## src/rtl/gsbc_pkg.sv

```systemverilog
package gsbc_pkg;

	// field widths
	localparam int ADC_W  = 12;
	localparam int LOAD_W = 16;
	localparam int IDX_W  = 6;
	localparam int TOL_W  = 10;
	localparam int RS_W   = 28;
	localparam int SUM_W  = 35;
	localparam int CFG_W  = 16;
	localparam int CIDX_W = 2;

	// divider operand widths
	localparam int DIV_W = SUM_W;
	localparam int DEN_W = ADC_W;
	localparam int CNT_W = $clog2(DIV_W + 1);

	// sample count width, one more bit so that a full wrap reads as 2**IDX_W
	localparam int N_W = IDX_W + 1;

	// converter full scale
	localparam logic [ADC_W-1:0] ADC_FULL_SCALE = ADC_W'(4095);

	// saturation value of a resistance
	localparam logic [RS_W-1:0] R_MAX = {RS_W{1'b1}};

	// register indexes
	localparam logic [CIDX_W-1:0] REG_LOAD   = 2'd0;
	localparam logic [CIDX_W-1:0] REG_MAXRD  = 2'd1;
	localparam logic [CIDX_W-1:0] REG_STABLE = 2'd2;
	localparam logic [CIDX_W-1:0] REG_TOL    = 2'd3;

	// register reset values
	localparam logic [LOAD_W-1:0] LOAD_RST   = LOAD_W'(10000);
	localparam logic [IDX_W-1:0]  MAXRD_RST  = IDX_W'(30);
	localparam logic [IDX_W-1:0]  STABLE_RST = IDX_W'(5);
	localparam logic [TOL_W-1:0]  TOL_RST    = TOL_W'(50);

	// input command codes
	localparam logic CMD_SAMPLE  = 1'b0;
	localparam logic CMD_RESTART = 1'b1;

	// controller to datapath commands
	typedef struct packed {
		logic cap;
		logic mul;
		logic restart;
		logic div_start;
		logic div_sel_avg;
		logic latch_rs;
		logic tol;
		logic upd;
		logic latch_base;
		logic out_load;
	} ctrl_t;

	// datapath to controller status
	typedef struct packed {
		logic finish;
		logic div_done;
	} status_t;

endpackage

```

## src/rtl/gsbc_div.sv

```systemverilog
module gsbc_div import gsbc_pkg::*; (
	input  logic             clk,
	input  logic             arst_n,
	input  logic             start,
	input  logic [DIV_W-1:0] dividend,
	input  logic [DEN_W-1:0] divisor,
	output logic             done,
	output logic [DIV_W-1:0] quotient
);

	logic [DIV_W-1:0] quo_q;
	logic [DEN_W:0]   rem_q;
	logic [DEN_W-1:0] den_q;
	logic [CNT_W-1:0] cnt_q;
	logic             done_q;
	logic [DEN_W:0]   rem_sh;
	logic [DEN_W:0]   rem_sub;
	logic             ge;

	// one restoring step per cycle
	assign rem_sh  = {rem_q[DEN_W-1:0], quo_q[DIV_W-1]};
	assign rem_sub = rem_sh - {1'b0, den_q};
	assign ge      = (rem_sh >= {1'b0, den_q});

	// step counter and done pulse
	always_ff @(posedge clk or negedge arst_n) begin
		if (!arst_n) begin
			cnt_q  <= '0;
			done_q <= 1'b0;
		end else begin
			done_q <= (cnt_q == CNT_W'(1)) && !start;
			if (start) begin
				cnt_q <= CNT_W'(DIV_W);
			end else if (cnt_q != '0) begin
				cnt_q <= cnt_q - CNT_W'(1);
			end
		end
	end

	// quotient and remainder shift
	always_ff @(posedge clk) begin
		if (start) begin
			quo_q <= dividend;
			rem_q <= '0;
			den_q <= divisor;
		end else if (cnt_q != '0) begin
			quo_q <= {quo_q[DIV_W-2:0], ge};
			rem_q <= ge ? rem_sub : rem_sh;
		end
	end

	assign done     = done_q;
	assign quotient = quo_q;

endmodule

```

## src/rtl/gsbc_dp.sv

```systemverilog
module gsbc_dp import gsbc_pkg::*; (
	input  logic              clk,
	input  logic              arst_n,
	input  ctrl_t             ctl,
	output status_t           sts,
	input  logic [ADC_W-1:0]  adc_sample,
	input  logic              cfg_we,
	input  logic [CIDX_W-1:0] cfg_index,
	input  logic [CFG_W-1:0]  cfg_wdata,
	output logic              calibrating,
	output logic              finished_now,
	output logic [RS_W-1:0]   sample_resistance,
	output logic [IDX_W-1:0]  stable_run,
	output logic [RS_W-1:0]   baseline
);

	// configuration
	logic [LOAD_W-1:0] load_q;
	logic [IDX_W-1:0]  maxrd_q;
	logic [IDX_W-1:0]  stable_q;
	logic [TOL_W-1:0]  tol_q;

	// calibration state
	logic              busy_q;
	logic              done_q;
	logic [IDX_W-1:0]  idx_q;
	logic [IDX_W-1:0]  run_q;
	logic [RS_W-1:0]   prev_q;
	logic [SUM_W-1:0]  sum_q;
	logic [RS_W-1:0]   base_q;

	// per item working registers
	logic [ADC_W-1:0]       adc_q;
	logic [RS_W-1:0]        prod_q;
	logic [DEN_W-1:0]       den_q;
	logic [RS_W-1:0]        rs_q;
	logic [TOL_W+RS_W-1:0]  tprod_q;

	// result register
	logic              res_cal_q;
	logic              res_fin_q;
	logic [RS_W-1:0]   res_rs_q;
	logic [IDX_W-1:0]  res_run_q;
	logic [RS_W-1:0]   res_base_q;

	logic [ADC_W-1:0]  adc_eff;
	logic [ADC_W-1:0]  diff;
	logic [RS_W-1:0]   delta;
	logic              stable;
	logic [IDX_W-1:0]  run_next;
	logic [IDX_W-1:0]  idx_next;
	logic              done_cond;
	logic [N_W-1:0]    n_cnt;
	logic [DIV_W-1:0]  div_num;
	logic [DEN_W-1:0]  div_den;
	logic              div_done;
	logic [DIV_W-1:0]  div_quo;
	logic [RS_W-1:0]   quo_sat;

	// config writes
	always_ff @(posedge clk or negedge arst_n) begin
		if (!arst_n) begin
			load_q   <= LOAD_RST;
			maxrd_q  <= MAXRD_RST;
			stable_q <= STABLE_RST;
			tol_q    <= TOL_RST;
		end else if (cfg_we) begin
			unique case (cfg_index)
				REG_LOAD:   load_q   <= cfg_wdata[LOAD_W-1:0];
				REG_MAXRD:  maxrd_q  <= cfg_wdata[IDX_W-1:0];
				REG_STABLE: stable_q <= cfg_wdata[IDX_W-1:0];
				REG_TOL:    tol_q    <= cfg_wdata[TOL_W-1:0];
			endcase
		end
	end

	// clamp zero reading, floor difference at zero
	assign adc_eff = (adc_q == '0) ? ADC_W'(1) : adc_q;
	assign diff    = (ADC_FULL_SCALE > adc_eff) ? (ADC_FULL_SCALE - adc_eff) : '0;

	// stability check against previous resistance
	assign delta  = (rs_q > prev_q) ? (rs_q - prev_q) : (prev_q - rs_q);
	assign stable = (tprod_q < (TOL_W+RS_W)'(prev_q));

	// next counters and end of calibration
	always_comb begin
		run_next = run_q;
		if (idx_q != '0) begin
			run_next = stable ? (run_q + IDX_W'(1)) : '0;
		end
		idx_next  = idx_q + IDX_W'(1);
		done_cond = (run_next >= stable_q) || (idx_next >= maxrd_q) || (idx_next == '0);
	end

	// samples taken, a wrapped index means a full count
	assign n_cnt = (idx_q == '0) ? N_W'(1 << IDX_W) : {1'b0, idx_q};

	// divider operand select
	assign div_num = ctl.div_sel_avg ? sum_q : DIV_W'(prod_q);
	assign div_den = ctl.div_sel_avg ? DEN_W'(n_cnt) : den_q;

	gsbc_div u_div (
		.clk      (clk),
		.arst_n   (arst_n),
		.start    (ctl.div_start),
		.dividend (div_num),
		.divisor  (div_den),
		.done     (div_done),
		.quotient (div_quo)
	);

	assign quo_sat = (div_quo[DIV_W-1:RS_W] != '0) ? R_MAX : div_quo[RS_W-1:0];

	// calibration state update
	always_ff @(posedge clk or negedge arst_n) begin
		if (!arst_n) begin
			busy_q <= 1'b1;
			done_q <= 1'b0;
			idx_q  <= '0;
			run_q  <= '0;
			prev_q <= '0;
			sum_q  <= '0;
			base_q <= '0;
		end else begin
			if (ctl.cap) begin
				done_q <= 1'b0;
			end
			if (ctl.restart) begin
				busy_q <= 1'b1;
				idx_q  <= '0;
				run_q  <= '0;
				prev_q <= '0;
				sum_q  <= '0;
			end
			if (ctl.upd && busy_q) begin
				run_q  <= run_next;
				idx_q  <= idx_next;
				prev_q <= rs_q;
				sum_q  <= sum_q + SUM_W'(rs_q);
				if (done_cond) begin
					busy_q <= 1'b0;
					done_q <= 1'b1;
				end
			end
			if (ctl.latch_base) begin
				base_q <= quo_sat;
			end
		end
	end

	// per item working registers
	always_ff @(posedge clk) begin
		if (ctl.cap) begin
			adc_q <= adc_sample;
		end
		if (ctl.mul) begin
			prod_q <= RS_W'(load_q) * RS_W'(diff);
			den_q  <= adc_eff;
		end
		if (ctl.restart) begin
			rs_q <= '0;
		end else if (ctl.latch_rs) begin
			rs_q <= quo_sat;
		end
		if (ctl.tol) begin
			tprod_q <= tol_q * delta;
		end
	end

	// result register
	always_ff @(posedge clk) begin
		if (ctl.out_load) begin
			res_cal_q  <= busy_q;
			res_fin_q  <= done_q;
			res_rs_q   <= rs_q;
			res_run_q  <= run_q;
			res_base_q <= base_q;
		end
	end

	assign sts.finish   = busy_q && done_cond;
	assign sts.div_done = div_done;

	assign calibrating       = res_cal_q;
	assign finished_now      = res_fin_q;
	assign sample_resistance = res_rs_q;
	assign stable_run        = res_run_q;
	assign baseline          = res_base_q;

endmodule

```

## config.mk

```make
export PLATFORM = sky130hd
export DESIGN_NAME = gsbc_dp
export DESIGN_NICKNAME = d
export VERILOG_FILES = /design/src/rtl/gsbc_pkg.sv /design/src/rtl/gsbc_div.sv /design/src/rtl/gsbc_dp.sv
export SDC_FILE = /design/constraint.sdc
export NUM_CORES = 2
export LEC_CHECK = 0
export ABC_CLOCK_PERIOD_IN_PS = 17200
export BUFFER_PORTS_ARGS = -buffer_cell sky130_fd_sc_hd__buf_2
export CORE_MARGIN = 8
export CORE_UTILIZATION = 70
export CTS_CLUSTER_DIAMETER = 30
export DETAILED_ROUTE_END_ITERATION = 8
export GPL_TIMING_DRIVEN = 1
export PLACE_DENSITY = 0.88
export RECOVER_POWER = 50
export SYNTH_ARGS = -nofsm -noshare
export SYNTH_HDL_FRONTEND = slang
export SYNTH_SLANG_ARGS = --single-unit
```

## constraint.sdc

```tcl
create_clock -name clk -period 17.2 [get_ports clk]
set_input_delay 0.86 -clock clk [delete_from_list [all_inputs] [get_ports clk]]
set_output_delay 0.86 -clock clk [all_outputs]
set_load 0.005 [all_outputs]
```

---- Word-level counts from Yosys, hierarchy flattened ----
Cells that the tools add are included.
word-level totals
  flip-flop bits (word level) ............. 391
  bits in latches ......................... 0
  memory bits (writable) .................. 0
  bits in read-only memories .............. 0
  input bits .............................. 43
  output and inout port bits .............. 66
  logic and storage cells ................. 93
  memories ................................ 0
cells by class
  add/subtract/negate cells ............... 8
  multipliers ............................. 2
  divide/modulo/power cells ............... 0
  order comparisons ....................... 6
  eq/ne operators ......................... 4
  shift operators ......................... 0
  muxes and demuxes ....................... 27
  bitwise gates (word level) .............. 0
  reductions and logical operators ........ 19
operators by type and width
  cell                                                             count
  35-bit two-way mux                                               5
  28-bit two-way mux                                               4
  28-bit subtractor                                                2
  6-bit two-way mux                                                7
  38-bit by 28-bit < comparator with 1-bit output                  1
  10-bit by 28-bit multiplier with 38-bit output                   1
  12-bit two-way mux                                               3
  35-bit by 28-bit adder with 35-bit output                        1
  28-bit > comparator                                              1
  16-bit by 12-bit multiplier with 28-bit output                   1
  7-bit two-way mux                                                2
  13-bit by 12-bit greater-or-equal comparator with 1-bit output   1
  6-bit by 1-bit adder with 6-bit output, second input constant    2
  6-bit greater-or-equal comparator                                2
  12-bit > comparator, first input constant                        1
  12-bit zero test                                                 1
  6-bit zero test                                                  2
  6-bit nonzero test                                               2
  12-bit subtractor                                                1
  12-bit subtractor, first input constant                          1
  2-bit AND reduction                                              4
  7-bit nonzero test                                               1
  6-bit by 1-bit == test with 1-bit output, second input constant  1
  1-bit two-way mux                                                6
  8 further kinds                                                  13

---- Depth between registers and ports, before layout ----
  word-level depth ........................ 8
  depth in mapped cells ................... 35

---- By module ----
From an unflattened synthesis, not the netlist that was laid out.
unflattened totals
  cell total of the unflattened synthesis .. 3,838
  area total of the unflattened synthesis .. 37,273.2 sq um
modules (own cells, without submodules)
  module    times used  cells each  area each (sq um)  seq. area each (sq um)
  gsbc_dp   1           3,578       33,965.1           8,782.2
  gsbc_div  1           260         3,308.2            1,826.8

---- Least setup slack after synthesis ----
OpenSTA, ideal clock, no wires.
  path kind ............................... reg-to-reg
  start ................................... register prev_q[18]
  end ..................................... register tprod_q[31] (data pin)
  data arrival time ....................... 7,464 ps
  data required time ...................... 16,936 ps
  slack ................................... 9,472 ps
  cell stages (with the launch flop) ...... 31
  path through ............................ dfrtp_1 inv_1 ha_1 buf_4 nand4_4 or4_4 a211oi_2 o21ba_2 buf_4 a211oi_1 a21oi_1 xor2_2 nand2_1 fa_1 inv_1 fa_1 fa_1 fa_1 inv_1 fa_1 inv_1 ha_1 a21o_1 a21o_1 a221o_1 a41o_1 a211o_1 a21oi_1 o21ai_1 a221oi_1 xnor2_1
on the way
  longest elaborated chain between the ends .. 3
ends and longest elaborated chain
  item                                                      line            source
  start: declaration                                        gsbc_dp.sv:28   logic [RS_W-1:0] prev_q;
  start signal: assignment                                  gsbc_dp.sv:138  prev_q <= rs_q;
  28-bit subtractor or 28-bit > comparator (tied branches)  gsbc_dp.sv:82   assign delta = (rs_q > prev_q) ? (rs_q - prev_q) : (prev_q - rs_q);
  28-bit two-way mux *                                      gsbc_dp.sv:82
  10-bit by 28-bit multiplier with 38-bit output *          gsbc_dp.sv:166  tprod_q <= tol_q * delta;
  end signal: assignment                                    gsbc_dp.sv:166
  end: declaration                                          gsbc_dp.sv:37   logic [TOL_W+RS_W-1:0] tprod_q;
Mark *: on every way between the ends. The rest lies on a longest branch, timed or not.
A chain may end at the register's enable or synchronous reset.

---- Worst setup path after layout ----
  start ................................... register rs_q[25]
  end ..................................... register tprod_q[34] (data pin)
on the way
  longest elaborated chain between the ends .. 3
ends and longest elaborated chain
  item                                                      line            source
  start: declaration                                        gsbc_dp.sv:36   logic [RS_W-1:0] rs_q;
  start signal: assignment                                  gsbc_dp.sv:163  rs_q <= quo_sat;
  28-bit subtractor or 28-bit > comparator (tied branches)  gsbc_dp.sv:82
  28-bit two-way mux *                                      gsbc_dp.sv:82
  10-bit by 28-bit multiplier with 38-bit output *          gsbc_dp.sv:166
Marks and branches as above.

==> reports/qor.txt <==
Worst slew margin = -213.3%
Unique masters post-synth = 92
first-pass GRT wire length = 151.2 mm
share of post-route cells with drive strength above 1 = 9.911%
syn avg cell area = 9.895 um2
critical path peak fanout = 21
Final Max Tran Viols = 412
initial antenna violation count = 1
# rows = 82
CP dominant cell by count = fa_1
H-tree levels = 3
CTS-repair resized insts = 0
period utilization = 54.38%
IO Port Bufs = 108
Worst-Skew Late Latency = 630 ps
ys async rst share = 38.36%
Final ANT Viol Nets = 0
CP Capture Type = register
CP Launch Type = register
starting density of the core = 70.80%
Max clock buf depth = 3
Top Ports = 109
drt pass-1 iters = 6
WP data required = 17550 ps
largest net degree at the start of global routing = 93
chip height = 241.3 um
DRC viols = 0
WP data arrival = 9700 ps
number of synthesized flops with an enable pin = 201
min-delay worst type = in -> reg
Post CTS Setup Buffer Count = 0
RSZ-0062 raised after global routing = false
routed vias = 27410
clock sink count = 391
gr ovfl total = 0
DRT Wirelength = 94.04 mm
clock buffer count from CTS = 81
nets = 4297
GRT Total Usage = 32.84%
Final WS setup = 7847 ps
failing checks = capacitance limit, slew limit
GPL Wtd Cong = 0.9360
post-synthesis cell area = 35520 um2
clk slew on worst S/H paths = 60 ps
Syn Inst Count = 3590
final setup skew = 59.37 ps
Setup Viol. Count Final = 0
Core Box Area = 50170 um2
max-cap viol count = 7
Crit Path Category = reg -> reg
# hold bufs at CTS = 0
crit path time final = 9353 ps
sequential-to-total area share from yosys stat = 29.87%
most common flop cell mapped by yosys = edfxtp_1
Final Hold Viols = 0
hpwl dp = 64.77 mm
vias in the first global route = 28140
pre-CTS WS = 8233 ps
syn nets = 4261
Clock Root Buffer = clkbuf_16
max incr delay on CP = 760 ps
DR WL/cell = 21.53 um
outcome = finished, violations left
Setup TNS = 0 ps
fmax = 0.1069 GHz
Final Util = 77.85%
yosys warns = 0
TritonCTS clock tree = done
Slowest-stage cell, CP = xor2_1
vias per std cell = 6.276
DR iter-0 viols = 3017
die width = 241.3 um
Area Growth Syn to Fin = 9.950%
Die Area = 58210 um2
worst slew pin tran = 4699 ps
FF+latch count, synth = 391
==> registers in the layout, indices dropped and copies added (netlist names), 16 cells and up <==
| name | count |
|---|---|
| prev_q | 28 |
| load_q | 16 |
| sample_resistance | 28 |
| sum_q | 35 |
| base_q | 28 |
| tprod_q | 38 |
| rs_q | 28 |
| baseline | 28 |
| u_div.quotient | 35 |
| prod_q | 28 |
==> routing by layer <==
metal	routed length [um]	track usage (%)	vias up
met4	3385	11.79	0
met3	9554	6.608	258
met2	44710	53.96	1589
li1	-	-	12030
met1	36390	43.34	13530
met5	0	0	-
==> synth_stat cells, types with 8 or more instances <==
cell type | n | area share [%]
buf_4 | 11 | 0.23
ha_1 | 278 | 9.8
xnor2_1 | 65 | 1.6
dfxtp_1 | 40 | 2.3
nand4_1 | 27 | 0.48
nor2b_1 | 80 | 1.4
a211oi_1 | 49 | 1.0
o21ai_1 | 10 | 0.14
o21ai_0 | 119 | 1.7
and2_1 | 149 | 2.6
buf_2 | 15 | 0.21
dfrtp_1 | 135 | 9.5
a21oi_1 | 201 | 2.8
nand2b_1 | 161 | 2.8
o21bai_1 | 18 | 0.38
edfxtp_1 | 201 | 17
inv_1 | 463 | 4.9
a31oi_1 | 22 | 0.39
nand3b_1 | 35 | 0.74
xnor2_2 | 8 | 0.37
a21o_1 | 78 | 1.6
o31ai_1 | 43 | 0.91
and3_1 | 19 | 0.33
mux2i_1 | 46 | 1.3
mux2_2 | 44 | 1.4
nor2_1 | 209 | 2.2
o211ai_1 | 18 | 0.38
o21a_1 | 29 | 0.61
nor3_1 | 22 | 0.31
nand3_1 | 38 | 0.54
xor2_2 | 13 | 0.60
a22o_1 | 10 | 0.25
xor2_1 | 34 | 0.84
fa_1 | 350 | 20
dfstp_2 | 15 | 1.1
clkbuf_1 | 141 | 1.5
nand2_1 | 277 | 2.9
==> path summary, 6_finish.rpt <==
kind / start / depth (start not counted) / slack (ps) / to
min: adc_sample[6] / 1 / 420 / adc_q[6]
min in group asynchronous: arst_n / 1 / 1900 / load_q[12]
min reg2reg: base_q[4] / 0 / 450 / baseline[4]
max: rs_q[25] / 29 / 7850 / tprod_q[34]
max reg2reg: rs_q[25] / 29 / 7850 / tprod_q[34]
max in group asynchronous: arst_n / 2 / 12390 / sum_q[0]
==> final cells by class <==
class                   count  area [um2]
multi-input cells        2561       22450
fillers                  3069       11110
flip-flops and latches    391       10610
clock buffers              96        2135
inverters                 463        1738
well taps                 672       840.8
repair buffers            128       655.6
clock inverters            54       621.8
diodes                      2       5.005
==> metrics by stage <==
| stage | hold WS, ps | instance area (um2) | std cells |
|---|---|---|---|
| 4_1_cts | 325.8 | 39100 | 4365 |
| 6_report | 424.8 | 39060 | 4367 |
| 5_1_grt | 410.2 | 39050 | 4365 |
| 3_5_place_dp | 430.1 | 36340 | 4215 |
| 2_1_floorplan | 425.6 | 35520 | 3590 |
| 3_3_place_gp | 427.5 | 36340 | 4215 |
==> logic make-up after synthesis <==
| kind of cell | after synthesis | synth area share [%] |
|---|---|---|
| XOR/XNOR | 121 | 3.480 |
| AO/OA/AOI/OAI | 671 | 12.26 |
| AND/OR/NAND/NOR | 1048 | 15.12 |
| flip-flops | 391 | 29.87 |
| adder cells (fa/ha/maj) | 628 | 29.52 |
| buffers and inverters | 638 | 6.953 |
| multiplexers | 93 | 2.807 |
==> placed cells by master (no fill, tap or decap), drive strengths merged, types with 38 or more instances in the layout <==
master    n
inv     480
fa      350
ha      278
nand2   277
nor2    209
a21oi   204
edfxtp  201
nand2b  161
and2    149
dfrtp   135
o21ai   129
buf     114
clkbuf  110
nor2b    80
a21o     78
xnor2    74
a211oi   52
mux2i    49
xor2     47
mux2     44
o31ai    44
dfxtp    40
nand3    38
==> worst max-delay path, delay by kind of cell (launching register included) <==
kind	cells	cell delay (ps)
compound gates	7	1630
fa+ha+maj	7	3370
buf+inv	5	1050
mux	1	310
simple gates	7	1510
xor+xnor	2	870
flops	1	300
Power is not shown: default switching activity piles up to over one toggle a cycle in this logic, so the estimate is an artifact.
