==> src/rtl/gsbc_pkg.sv <==
package gsbc_pkg;

	// field widths
	localparam int ADC_W  = 12;
	localparam int LOAD_W = 16;
	localparam int IDX_W  = 6;
	localparam int TOL_W  = 10;
	localparam int RS_W   = 28;
	localparam int SUM_W  = 35;
	localparam int CFG_W  = 16;
	localparam int CIDX_W = 2;

	// divider operand widths
	localparam int DIV_W = SUM_W;
	localparam int DEN_W = ADC_W;
	localparam int CNT_W = $clog2(DIV_W + 1);

	// sample count width, one more bit so that a full wrap reads as 2**IDX_W
	localparam int N_W = IDX_W + 1;

	// converter full scale
	localparam logic [ADC_W-1:0] ADC_FULL_SCALE = ADC_W'(4095);

	// saturation value of a resistance
	localparam logic [RS_W-1:0] R_MAX = {RS_W{1'b1}};

	// register indexes
	localparam logic [CIDX_W-1:0] REG_LOAD   = 2'd0;
	localparam logic [CIDX_W-1:0] REG_MAXRD  = 2'd1;
	localparam logic [CIDX_W-1:0] REG_STABLE = 2'd2;
	localparam logic [CIDX_W-1:0] REG_TOL    = 2'd3;

	// register reset values
	localparam logic [LOAD_W-1:0] LOAD_RST   = LOAD_W'(10000);
	localparam logic [IDX_W-1:0]  MAXRD_RST  = IDX_W'(30);
	localparam logic [IDX_W-1:0]  STABLE_RST = IDX_W'(5);
	localparam logic [TOL_W-1:0]  TOL_RST    = TOL_W'(50);

	// input command codes
	localparam logic CMD_SAMPLE  = 1'b0;
	localparam logic CMD_RESTART = 1'b1;

	// controller to datapath commands
	typedef struct packed {
		logic cap;
		logic mul;
		logic restart;
		logic div_start;
		logic div_sel_avg;
		logic latch_rs;
		logic tol;
		logic upd;
		logic latch_base;
		logic out_load;
	} ctrl_t;

	// datapath to controller status
	typedef struct packed {
		logic finish;
		logic div_done;
	} status_t;

endpackage

==> src/rtl/gsbc_ctrl.sv <==
module gsbc_ctrl import gsbc_pkg::*; (
	input  logic    clk,
	input  logic    arst_n,
	input  logic    in_valid,
	input  logic    in_cmd,
	output logic    in_ready,
	output logic    out_valid,
	input  logic    out_ready,
	output ctrl_t   ctl,
	input  status_t sts
);

	localparam logic [3:0] S_IDLE   = 4'd0;
	localparam logic [3:0] S_MUL    = 4'd1;
	localparam logic [3:0] S_RST    = 4'd2;
	localparam logic [3:0] S_DSTART = 4'd3;
	localparam logic [3:0] S_DWAIT  = 4'd4;
	localparam logic [3:0] S_TOL    = 4'd5;
	localparam logic [3:0] S_UPD    = 4'd6;
	localparam logic [3:0] S_ASTART = 4'd7;
	localparam logic [3:0] S_AWAIT  = 4'd8;
	localparam logic [3:0] S_OUT    = 4'd9;

	logic [3:0] state_q;
	logic [3:0] state_nxt;
	logic       out_valid_q;
	logic       accept;

	assign in_ready = (state_q == S_IDLE);
	assign accept   = in_valid && in_ready;

	// command decode
	always_comb begin
		ctl             = '0;
		ctl.cap         = accept;
		ctl.mul         = (state_q == S_MUL);
		ctl.restart     = (state_q == S_RST);
		ctl.div_start   = (state_q == S_DSTART) || (state_q == S_ASTART);
		ctl.div_sel_avg = (state_q == S_ASTART);
		ctl.latch_rs    = (state_q == S_DWAIT) && sts.div_done;
		ctl.tol         = (state_q == S_TOL);
		ctl.upd         = (state_q == S_UPD);
		ctl.latch_base  = (state_q == S_AWAIT) && sts.div_done;
		ctl.out_load    = (state_q == S_OUT) && (!out_valid_q || out_ready);
	end

	// next state
	always_comb begin
		state_nxt = state_q;
		unique case (state_q)
			S_IDLE: begin
				if (accept) begin
					state_nxt = (in_cmd == CMD_RESTART) ? S_RST : S_MUL;
				end
			end
			S_MUL:    state_nxt = S_DSTART;
			S_RST:    state_nxt = S_OUT;
			S_DSTART: state_nxt = S_DWAIT;
			S_DWAIT: begin
				if (sts.div_done) begin
					state_nxt = S_TOL;
				end
			end
			S_TOL:    state_nxt = S_UPD;
			S_UPD:    state_nxt = sts.finish ? S_ASTART : S_OUT;
			S_ASTART: state_nxt = S_AWAIT;
			S_AWAIT: begin
				if (sts.div_done) begin
					state_nxt = S_OUT;
				end
			end
			S_OUT: begin
				if (ctl.out_load) begin
					state_nxt = S_IDLE;
				end
			end
			default:  state_nxt = S_IDLE;
		endcase
	end

	// state and output valid
	always_ff @(posedge clk or negedge arst_n) begin
		if (!arst_n) begin
			state_q     <= S_IDLE;
			out_valid_q <= 1'b0;
		end else begin
			state_q <= state_nxt;
			if (ctl.out_load) begin
				out_valid_q <= 1'b1;
			end else if (out_ready) begin
				out_valid_q <= 1'b0;
			end
		end
	end

	assign out_valid = out_valid_q;

	// restart request goes straight to the clearing step
	a_restart: assert property (@(posedge clk) disable iff (!arst_n)
		accept && (in_cmd == CMD_RESTART) |=> state_q == S_RST)
		else $error("restart request did not clear state");

	// divider completion only seen while waiting on it
	a_div_done: assert property (@(posedge clk) disable iff (!arst_n)
		sts.div_done |-> (state_q == S_DWAIT) || (state_q == S_AWAIT))
		else $error("divider done outside a wait state");

	// end of calibration always runs the averaging division
	a_finish: assert property (@(posedge clk) disable iff (!arst_n)
		(state_q == S_UPD) && sts.finish |=> state_q == S_ASTART)
		else $error("finished calibration skipped baseline division");

	// no new request while a result is pending in the datapath
	a_one_item: assert property (@(posedge clk) disable iff (!arst_n)
		accept |=> !in_ready)
		else $error("request accepted while busy");

endmodule

==> config.mk <==
export PLATFORM = sky130hd
export DESIGN_NAME = gsbc_ctrl
export DESIGN_NICKNAME = d
export VERILOG_FILES = /design/src/rtl/gsbc_pkg.sv /design/src/rtl/gsbc_ctrl.sv
export SDC_FILE = /design/constraint.sdc
export NUM_CORES = 1
export LEC_CHECK = 0
export BUFFER_PORTS_ARGS = -buffer_cell sky130_fd_sc_hd__buf_2
export CAP_MARGIN = 15
export CORE_AREA = 2 2 39 41
export CTS_CLUSTER_DIAMETER = 40
export DETAILED_ROUTE_END_ITERATION = 6
export DIE_AREA = 0 0 41 43
export PLACE_DENSITY_LB_ADDON = 0.1
export SYNTH_ARGS = -nofsm -noshare
export SYNTH_HDL_FRONTEND = slang
export SYNTH_SLANG_ARGS = --single-unit
==> constraint.sdc <==
create_clock -name clk -period 1.9 [get_ports clk]
set_clock_uncertainty 0.1 [all_clocks]
set_input_delay 0.19 -clock clk [delete_from_list [all_inputs] [get_ports clk]]
set_output_delay 0.19 -clock clk [all_outputs]
set_load 0.03 [all_outputs]
Yosys cells after proc, flatten, opt, wreduce, memory -nomap -nowiden
Index checks and enable logic that the tools add are counted.
- word-level logic and storage cells: 34
- flip-flop bits (word level): 5
- output and inout port bits: 12
- memories: 0
- memory bits (read-only): 0
- bits in latches: 0
- bits in writable memories: 0
- $mul: 0
- bitwise gates (word level): 0
- reductions and logical operators: 10
- shift operators: 0
- mux-type cells: 9
- magnitude comparators: 0
- eq/ne operators: 13
- add/sub/neg operators: 0
- divide/modulo/power cells: 0
- operator list (operator ; number):
    case mux 4 bit (10 select lines) ; 1
    two-way mux 4 bit ; 5
    == test 4 x 3 -> 1 bit (second input constant) ; 4
    == test 4 x 2 -> 1 bit (second input constant) ; 2
    == test 4 bit (second input constant) ; 2
    != test 2 bit (second input constant) ; 3
    == test 4 x 1 -> 1 bit (second input constant) ; 1
    logical AND 1 bit ; 4
    zero test 4 bit ; 1
    AND reduction 4 bit ; 1
    logical OR 1 bit ; 2
    two-way mux 1 bit ; 2
    two-way mux 2 bit ; 1
    != test 2 x 1 -> 1 bit (second input constant) ; 1
    nonzero test 2 bit ; 1
    zero test 1 bit ; 1

Longest topological paths before layout
Gate-level depths: netlist of the first run.
- word-level depth: 5
- gate-level depth with buffers: 4

Worst setup path before layout of the first run
OpenSTA, ideal clock, no wires.
- path kind: register to output
- from: register state_q[1]
- to: output ctl[9] (netlist bit)
- path slack: 0.106 ns
- data arrival time: 1.504 ns
- data required time: 1.610 ns
- stages on the path, launching flop included: 4
- path buffers: 1
- cells stage by stage: dfrtp_1 -> nor4_2 -> and2_1 -> buf_4
- word-level cells in the longest chain between the ends: 2
- RTL lines (item ; RTL line ; text):
    start: declaration ; gsbc_ctrl.sv:24 ; logic [3:0] state_q;
    start signal: assignment ; gsbc_ctrl.sv:87 ; state_q <= state_nxt;
    zero test 4 bit ; gsbc_ctrl.sv:29 ; assign in_ready = (state_q == S_IDLE);
    via in_ready ; gsbc_ctrl.sv:6 ; output logic in_ready,
    logical AND 1 bit ; gsbc_ctrl.sv:30 ; assign accept = in_valid && in_ready;
    end: declaration ; gsbc_ctrl.sv:9 ; output ctrl_t ctl,
The timed path passes the listed nets, and every way through them passes these cells.

==> out/results.ini, run 1 <==
[critical_path]
cp.arrival_ns = 1.52
required_ns = 1.61
reg2reg_depth = 3
path_class = reg -> out
regToRegEndpoint = state_q[3]$_DFFE_PN0P_
r2r_setup_slack_ns = 0.31
rr_startpoint = state_q[2]$_DFFE_PN0P_
cp_max_fo = 7
cp-start-kind = register
crit_path_end_kind = output port

[min_path]
hold_path.class = in -> reg
worstHoldStart = out_ready
holdPathEnd = out_valid$_DFFE_PN0P_
min_path_cells = 3

[place]
numPortBuffers = 18
preCtsSetupSlack_ns = 0.326
hpwl_um = 782
dp.cells = 83
globalplace.congestion = 0.737

[cells_and_area]
nets = 80
antenna_cells = 0
drive_gt1_share_pct = 44.4
stdcell_count = 88
syn2layout_area_growth_pct = 36.4
fill_cells = 154

[floorplanning]
row_count = 14
design.die.area_sq_um = 1760
die_x_um = 41
start_util_pct = 29.8
die_h_um = 43
core_sq_um = 1380
ioPinCount = 19

[timing]
post-route-period-util_pct = 95.2
rsz0062_at_grt = yes
layout_setup_ws_ns = 0.0920
hold_viol_final = 0
worst_slew_pin_slew_ns = 0.526
setup_violations = 0
post-route-min-period_ns = 1.81
relSlewSlack_pct = 64.0
max_freq_mhz = 553
finalMaxSlewViolations = 0

[detailed_routing]
drcViolationCount = 0
wire_per_inst_um = 11.8
first_pass_iters = 2
drt_iter0_markers = 3
num_vias = 441
routed_wl_um = 1040
ant_nets = 0
vias_per_cell = 5.01

[logic_synthesis]
yosysTopAreaCell = dfrtp_1
netlist.area_leader.share_pct = 30.3
syn_area_per_cell_sq_um = 8.43
async_reset_ff_share_pct = 100
synth_cell_types = 28
ys_seq_area_share_pct = 30.3
syn_nets = 56
synth_warnings = 0
syn_area_sq_um = 413
synth_flop_cell = dfrtp_1
synthCells = 49
ys_top_cells_by_area = dfrtp_1, nand2_1, nand2b_1
synth_seq_cells = 5
synth_enable_flop_cells = 0

[status]
status = finished, final reports clean

[cts]
htree_levels = 1
postCtsSetupBuffers = 0
cts_buffer_depth = 2
cts_tree = yes
cts_sinks = 5
cts.root.buffer_cell = clkbuf_4
cts_inserted_buffers = 3
cts.reportedPaths.clkPinSlew_ns = 0.05
insertion_delay_ns = 0.25

[grt]
grt_max_degree = 14
grt_first_pass_wirelength_um = 1680
grt_overflow = 0
grt_pass1_vias = 377
grt_antenna_before_repair = 0
track_usage_pct = 14.1

[power]
finalPower_w = 0.00101
p_per_area_nw_per_um2 = 1790
p_leak_nw = 0.282
peakVddDrop_mv = 0.628

[job]
maxCapViolCount = 0

-- cell families (layout without fill, tap and decap cells) --
family	Yosys count	in the layout	share of synthesized area [%]
AOI/OAI and AO/OA	10	10	19.7
xor gates and xnor gates	1	1	2.12
buffers and inverters	7	30	10.6
DFF	5	5	30.3
and+or+nand+nor	26	26	37.3
-- Yosys cell counts (all sizes together), types with 2 or more instances --
| cell | n |
|---|---|
| nand2b | 3 |
| inv | 2 |
| nor3b | 2 |
| nor3 | 3 |
| o22ai | 2 |
| nand2 | 5 |
| dfrtp | 5 |
| nor2b | 2 |
| nor2 | 5 |
| buf | 5 |
-- how the worst max path moves through the flow --
stage | end | from | cells past startpoint | slack, ns
floorplan | ctl[9] | state_q[1]$_DFFE_PN0P_ | 3 | 0.11
global placement | ctl[0] | state_q[0]$_DFFE_PN0P_ | 4 | 0.31
detailed placement | state_q[3]$_DFFE_PN0P_ | state_q[2]$_DFFE_PN0P_ | 3 | 0.33
CTS | ctl[9] | state_q[0]$_DFFE_PN0P_ | 4 | 0.05
global route | ctl[9] | state_q[0]$_DFFE_PN0P_ | 4 | -0.009
finish | ctl[9] | state_q[0]$_DFFE_PN0P_ | 4 | 0.09
-- area by class of cell --
type	instances	area [sq um]	area share, %
repair buffers	24	138	24.4
multi-input cells	37	244	43.3
clock buffers	4	26.3	4.67
well taps	16	20.0	3.56
flip-flops and latches	5	128	22.7
inverters	2	7.51	1.33
-- report_power, final --
group	leakage, nW	internal, W	switching, W
Combinational	0.206	0.000263	0.000383
Sequential	0.0613	0.000157	0.0000778
Clock	0.0150	0.0000797	0.0000477
-- critical path, stage by stage, from the launching register on --
cell and delay, ns:
dfrtp_2 0.45, buf_4 0.17, nor4_2 0.31, and2_1 0.16, buf_2 0.18
-- flip-flops by register name (all words and copies together), names as in the netlist --
name	count
out_valid	1
state_q	4
-- through the flow --
step                cell area, sq um  hold slack (ns)  utilization (%)  setup TNS [ns]
floorplan                        413           -0.206                -               0
global placement                 524          -0.0882             37.9               0
detailed placement               524          -0.0898             37.9               0
CTS                              561            0.168             40.5               0
global route                     563            0.182             40.7        -0.00940
finish                           563            0.173             40.7               0
-- routing by layer --
layer | wire [um] | share of wire, % | up-vias | GRT usage, %
met1 | 485 | 47 | 207 | 19.7
met5 | 0 | 0 | - | 0
met2 | 481 | 46 | 14 | 19.1
met4 | 0 | 0 | 0 | 6.00
met3 | 68 | 6.6 | 0 | 4.71
li1 | - | - | 220 | -
-- cells in the final DEF, fill, tap and decap left out, types with 2 or more instances in the layout --
cell type and n:
nand2_1 5, nor2b_1 2, dfrtp_2 2, nor3_1 3, nand2b_1 3, nor3b_1 2, dfrtp_1 3, clkbuf_4 3
nor2_1 5, buf_2 18, o22ai_1 2, buf_4 5
-- what timing repair did --
| item | CTS | global route |
|---|---|---|
| endpoints found under the hold margin | 5 | 0 |
| resized for setup | 0 | 2 |
| endpoints found under the setup margin | 0 | 2 |
| hold buffers | 1 | 0 |
(Power assumes the default switching activity.)
==> run 2: changes to the inputs <==
==> constraint.sdc (replaced) <==
create_clock -name clk -period 1.9 [get_ports clk]
set_clock_uncertainty 0.1 [all_clocks]
set_input_delay 0.19 -clock clk [delete_from_list [all_inputs] [get_ports clk]]
set_output_delay 0.19 -clock clk [all_outputs]
set_load 0.01 [all_outputs]
==> out/results.ini, run 2 (synthesis gave the netlist of run 1 again) <==
[status]
status = finished, final reports clean

[cts]
htree_levels = 1  ; unchanged
cts_buffer_depth = 2  ; unchanged
cts_inserted_buffers = 3  ; unchanged
insertion_delay_ns = 0.24  ; about the same
cts_tree = yes
cts.root.buffer_cell = clkbuf_4
cts-resized-gates = 0  ; unchanged
cts.reportedPaths.clkPinSlew_ns = 0.05  ; about the same
cts_sinks = 5  ; unchanged

[min_path]
hold_path.class = in -> reg

[detailed_routing]
vias_per_cell = 4.97  ; -0.91%
first_pass_iters = 2  ; unchanged
drcViolationCount = 0  ; unchanged
routed_wl_um = 1010  ; -2.4%
wire_per_inst_um = 11.6  ; -1.3%
num_vias = 432  ; -2.0%
ant_nets = 0  ; unchanged
drt_iter0_markers = 7  ; +4

[floorplanning]
design.die.area_sq_um = 1760  ; unchanged
row_count = 14  ; unchanged
ioPinCount = 19  ; unchanged
start_util_pct = 29.8  ; unchanged
core_sq_um = 1380  ; unchanged
die_h_um = 43  ; unchanged
die_x_um = 41  ; unchanged

[critical_path]
path_class = reg -> out
slowest_stage = dfrtp_1
cp.arrival_ns = 1.50  ; -0.02 ns
path_cells = buf_4, nor4_2, and2_1, buf_2
required_ns = 1.61  ; about the same
cp_max_fo = 9  ; +2
crit_path_end_kind = output port
slowest_delay_ns = 0.45  ; about the same
cp-start-kind = register

[grt]
track_usage_pct = 13.5  ; -0.60 points
grt_pass1_vias = 390  ; +3.4%
grt_max_degree = 14  ; unchanged
grt_antenna_before_repair = 0  ; unchanged
grt_overflow = 0  ; unchanged
grt_first_pass_wirelength_um = 1620  ; -3.3%

[place]
numPortBuffers = 18  ; unchanged
globalplace.congestion = 0.752  ; +2.1%
hpwl_um = 776  ; -0.74%
dp.cells = 82  ; -1.2%

[timing]
setup_violations = 0  ; unchanged
worst_slew_pin_slew_ns = 0.408  ; -0.118 ns
hold_viol_final = 0  ; unchanged
post-route-period-util_pct = 94.4  ; -0.78 points
relSlewSlack_pct = 72.1  ; +8.1 points
max_freq_mhz = 558  ; +0.82%
finalMaxSlewViolations = 0  ; unchanged
post-route-min-period_ns = 1.79  ; -0.0147 ns
rsz0062_at_grt = yes

[cells_and_area]
syn2layout_area_growth_pct = 33.9
antenna_cells = 0  ; unchanged
regArea_sq_um = 125  ; -2.0%
multi_input_area_sq_um = 244  ; unchanged
fin_util_pct = 40.0  ; -0.72 points
nets = 79  ; -1.3%
regMostFlops = state_q
drive_gt1_share_pct = 40.8  ; -3.6 points
layout_commonest_cell = buf_2
stdcell_count = 87  ; -1.1%
final_cell_mix = buf_2, nand2_1, nor2_1, dfrtp_1, buf_4
fill_cells = 146  ; -5.2%
largest_reg_flops = 4  ; unchanged

[power]
p_switching_w = 0.000394  ; -22%
p_leak_nw = 0.280  ; -0.85%
peakVddDrop_mv = 0.473  ; -25%
pwr-share-seq_pct = 26.0  ; +2.7 points
pwr-share-clk_pct = 14.5  ; +1.9 points
p_per_area_nw_per_um2 = 1580  ; -12%
internal-power_w = 0.000481  ; -3.7%
p_comb_share_pct = 59.5  ; -4.6 points
swShare_pct = 45.0  ; -5.4 points
finalPower_w = 0.000875  ; -13%

[job]
maxCapViolCount = 0  ; unchanged

## run 2: cell types whose count changed in the layout (fill, tap and decap cells not counted)
cell	delta
dfrtp_2	-2
dfrtp_1	+2
buf_4	-1
## run 2: worst max-delay path: cells and delay by family, from the launching register on
| kind | cells | cell delay [ns] |
|---|---|---|
| AND/OR/NAND/NOR | 2 | 0.50 |
| flip-flops | 1 | 0.45 |
| buffers and inverters | 2 | 0.32 |
## run 2: final cells by class
type | instances | share of cell area, %
Multi-Input combinational cell | 37 | 44.1
Timing Repair Buffer | 23 | 23.5
Sequential cell | 5 | 22.6
Clock buffer | 4 | 4.75
Tap cell | 16 | 3.62
Inverter | 2 | 1.36
## run 2: per-layer routing
layer  track usage, %  vias up  part of all wire (%)  routed length (um)
met4             8.00        0                     0                   0
li1                 -      221                     -                   -
met2             18.4       12                    46                 462
met3             3.14        0                   5.4                  55
met5                0        -                     0                   0
met1             18.4      199                    49                 492
## run 2: through the flow
stage	setup slack, ns	hold WS, ns	instance area, sq um	TNS [ns]
finish	0.107	0.173	553	0
global route	-0.0101	0.169	553	-0.0101
CTS	0.0740	0.167	553	0
detailed placement	0.345	-0.0867	517	0
global placement	0.358	-0.0878	517	0
floorplan	0.495	-0.206	413	0
## run 2: worst paths after layout
check	cells after the start	slack, ns	start	endpoint
setup / recovery	4	0.11	state_q[0]$_DFFE_PN0P_	ctl[9]
hold / removal	3	0.17	sts[1]	state_q[1]$_DFFE_PN0P_
setup reg to reg	3	0.37	state_q[2]$_DFFE_PN0P_	state_q[0]$_DFFE_PN0P_
hold reg to reg	2	0.46	out_valid$_DFFE_PN0P_	out_valid$_DFFE_PN0P_
max in group asynchronous	2	1.37	arst_n	out_valid$_DFFE_PN0P_
min in group asynchronous	2	0.19	arst_n	state_q[2]$_DFFE_PN0P_
## run 2: repair_timing
action	4_1_cts	5_1_grt
buffers inserted	0	0
hold buffers	1	0
setup endpoints to repair	0	1
hold endpoints to repair	5	0
## run 2: power by group through the flow
stage / combinational [W] / clock (W) / sequential [W]
final: 0.000521 / 0.000127 / 0.000227
after global routing: 0.000578 / 0.000140 / 0.000239
after floorplan: 0.000402 / 0 / 0.000201
after global placement: 0.000531 / 0 / 0.000232
after detailed placement: 0.000523 / 0 / 0.000229
after CTS: 0.000527 / 0.000128 / 0.000229
==> run 3: changes to the inputs <==
--- a/config.mk
+++ b/config.mk
@@ -12,6 +12,7 @@
 export DETAILED_ROUTE_END_ITERATION = 6
 export DIE_AREA = 0 0 41 43
 export PLACE_DENSITY_LB_ADDON = 0.1
+export SLEW_MARGIN = 25
 export SYNTH_ARGS = -nofsm -noshare
 export SYNTH_HDL_FRONTEND = slang
 export SYNTH_SLANG_ARGS = --single-unit
==> constraint.sdc (replaced) <==
create_clock -name clk -period 2.15 [get_ports clk]
set_clock_uncertainty 0.1 [all_clocks]
set_input_delay 0.215 -clock clk [delete_from_list [all_inputs] [get_ports clk]]
set_output_delay 0.215 -clock clk [all_outputs]
set_load 0.01 [all_outputs]
==> out/results.ini, run 3 (synthesis gave the netlist of run 1 again) <==
[status]
status = finished, final reports clean

[job]
maxCapViolCount = 0  ; unchanged

[cells_and_area]
largest_reg_flops = 4  ; unchanged
nets = 77  ; -2.5%
fin_area_sq_um = 538  ; -2.7%
antenna_cells = 0  ; unchanged
fin_util_pct = 38.9  ; -1.1 points
syn2layout_area_growth_pct = 30.3
drive_gt1_share_pct = 39.1  ; -1.7 points
final_cell_mix = buf_2, nand2_1, nor2_1, dfrtp_1
regMostFlops = state_q
layout_commonest_cell = buf_2

[floorplanning]
die_h_um = 43  ; unchanged
row_count = 14  ; unchanged
core_sq_um = 1380  ; unchanged
die_x_um = 41  ; unchanged
ioPinCount = 19  ; unchanged
design.die.area_sq_um = 1760  ; unchanged
start_util_pct = 29.8  ; unchanged

[detailed_routing]
drcViolationCount = 0  ; unchanged
first_pass_iters = 2  ; unchanged
ant_nets = 0  ; unchanged
num_vias = 418  ; -3.2%
routed_wl_um = 988  ; -2.2%
wire_per_inst_um = 11.6  ; +0.12%
vias_per_cell = 4.92  ; -0.96%
drt_iter0_markers = 1  ; -6

[timing]
rsz0062_at_grt = no
relSlewSlack_pct = 68.9  ; -3.2 points
hold_viol_final = 0  ; unchanged
post-route-min-period_ns = 1.87
finalMaxSlewViolations = 0  ; unchanged
max_freq_mhz = 535
setup_violations = 0  ; unchanged
worst_slew_pin_slew_ns = 0.466  ; +0.0586 ns
fin_worst_hold_slack_ns = 0.190  ; +0.0176 ns
finalSetupTns_ns = 0  ; unchanged
post-route-period-util_pct = 86.9

[place]
hpwl_um = 723  ; -6.9%
numPortBuffers = 18  ; unchanged
postPlaceCellArea_sq_um = 502  ; -2.9%
globalplace.congestion = 0.742  ; -1.4%

[critical_path]
rr_startpoint = state_q[0]$_DFFE_PN0P_
regToRegEndpoint = state_q[0]$_DFFE_PN0P_
cp.arrival_ns = 1.55  ; +0.05 ns
cp_max_fo = 11  ; +2
required_ns = 1.84  ; +0.23 ns
slowest_delay_ns = 0.57  ; +0.12 ns
slowest_stage = dfrtp_1
r2r_setup_slack_ns = 0.51  ; +0.14 ns
reg2reg_depth = 4  ; +1
cp-start-kind = register
path_class = reg -> out
crit_path_end_kind = output port
path_cells = inv_2, or3_1, nor2b_1, buf_2

[grt]
track_usage_pct = 12.5  ; -1.0 points
grt_overflow = 0  ; unchanged
grt_pass1_vias = 339  ; -13%
grt_first_pass_wirelength_um = 1470  ; -9.4%
grt_antenna_before_repair = 0  ; unchanged
grt_max_degree = 16  ; +2

[power]
pwr-share-clk_pct = 14.7  ; +0.2 points
peakVddDrop_mv = 0.459  ; -3.1%
p_leak_nw = 0.269  ; -3.7%
internal-power_w = 0.000408  ; -15%
p_per_area_nw_per_um2 = 1400  ; -12%
swShare_pct = 45.8  ; +0.78 points
p_comb_share_pct = 56.8  ; -2.7 points
pwr-share-seq_pct = 28.5  ; +2.5 points
p_switching_w = 0.000345  ; -13%

[min_path]
min_path_cells = 3  ; unchanged
holdPathEnd = state_q[2]$_DFFE_PN0P_
hold_path.class = in -> reg
worstHoldStart = sts[1]

[cts]
cts.root.buffer_cell = clkbuf_4
postCtsSetupBuffers = 0  ; unchanged
insertion_delay_ns = 0.25  ; about the same
cts_inserted_buffers = 3  ; unchanged
cts.reportedPaths.clkPinSlew_ns = 0.05  ; about the same
cts_tree = yes
cts-resized-gates = 0  ; unchanged
htree_levels = 1  ; unchanged
cts_hold_buf = 1  ; unchanged
cts_buffer_depth = 2  ; unchanged
cts_sinks = 5  ; unchanged

run 3: how the worst max path moves through the flow:
stage	startpoint	endpoint	slack [ns]	depth (start not counted)
final	state_q[3]$_DFFE_PN0P_	ctl[0]	0.28	4
after detailed placement	state_q[0]$_DFFE_PN0P_	state_q[0]$_DFFE_PN0P_	0.52	4
after CTS	state_q[3]$_DFFE_PN0P_	ctl[0]	0.27	4
after global routing	state_q[3]$_DFFE_PN0P_	ctl[0]	0.20	4
after floorplan	state_q[1]$_DFFE_PN0P_	ctl[9]	0.72	3
after global placement	state_q[0]$_DFFE_PN0P_	state_q[0]$_DFFE_PN0P_	0.50	4
run 3: power by group through the flow:
| stage | Clock [W] | Sequential, W | Combinational [W] |
|---|---|---|---|
| floorplan | 0 | 0.000177 | 0.000355 |
| global placement | 0 | 0.000215 | 0.000437 |
| detailed placement | 0 | 0.000214 | 0.000427 |
| CTS | 0.000113 | 0.000214 | 0.000431 |
| global route | 0.000122 | 0.000225 | 0.000474 |
| finish | 0.000111 | 0.000214 | 0.000427 |
run 3: layer usage:
layer	up-vias	track usage, %	wire (um)	share of wire [%]
li1	216	-	-	-
met5	-	0	0	0
met3	2	1.57	65	6.6
met4	0	10.0	11	1.1
met1	186	16.2	468	47
met2	14	17.5	442	45
run 3: final cells by class:
class | instances | area (sq um)
fill | 153 | 846
sequential | 5 | 125
timing repair buffer | 21 | 115
multi-input combinational | 37 | 244
inverter | 2 | 7.51
tap | 16 | 20.0
clock buffer | 4 | 26.3
run 3: worst max-delay path: cells and delay by family (launching register included):
family / cells / cell delay, ns
flops: 1 / 0.57
simple gates: 2 / 0.51
buf+inv: 2 / 0.23
run 3: stage by stage:
step,power (W),setup slack (ns),cells
3_5_place_dp,0.000641,0.524,80
5_1_grt,0.000821,0.201,85
2_1_floorplan,0.000533,0.720,49
4_1_cts,0.000759,0.271,85
6_report,0.000753,0.281,85
3_3_place_gp,0.000652,0.497,80
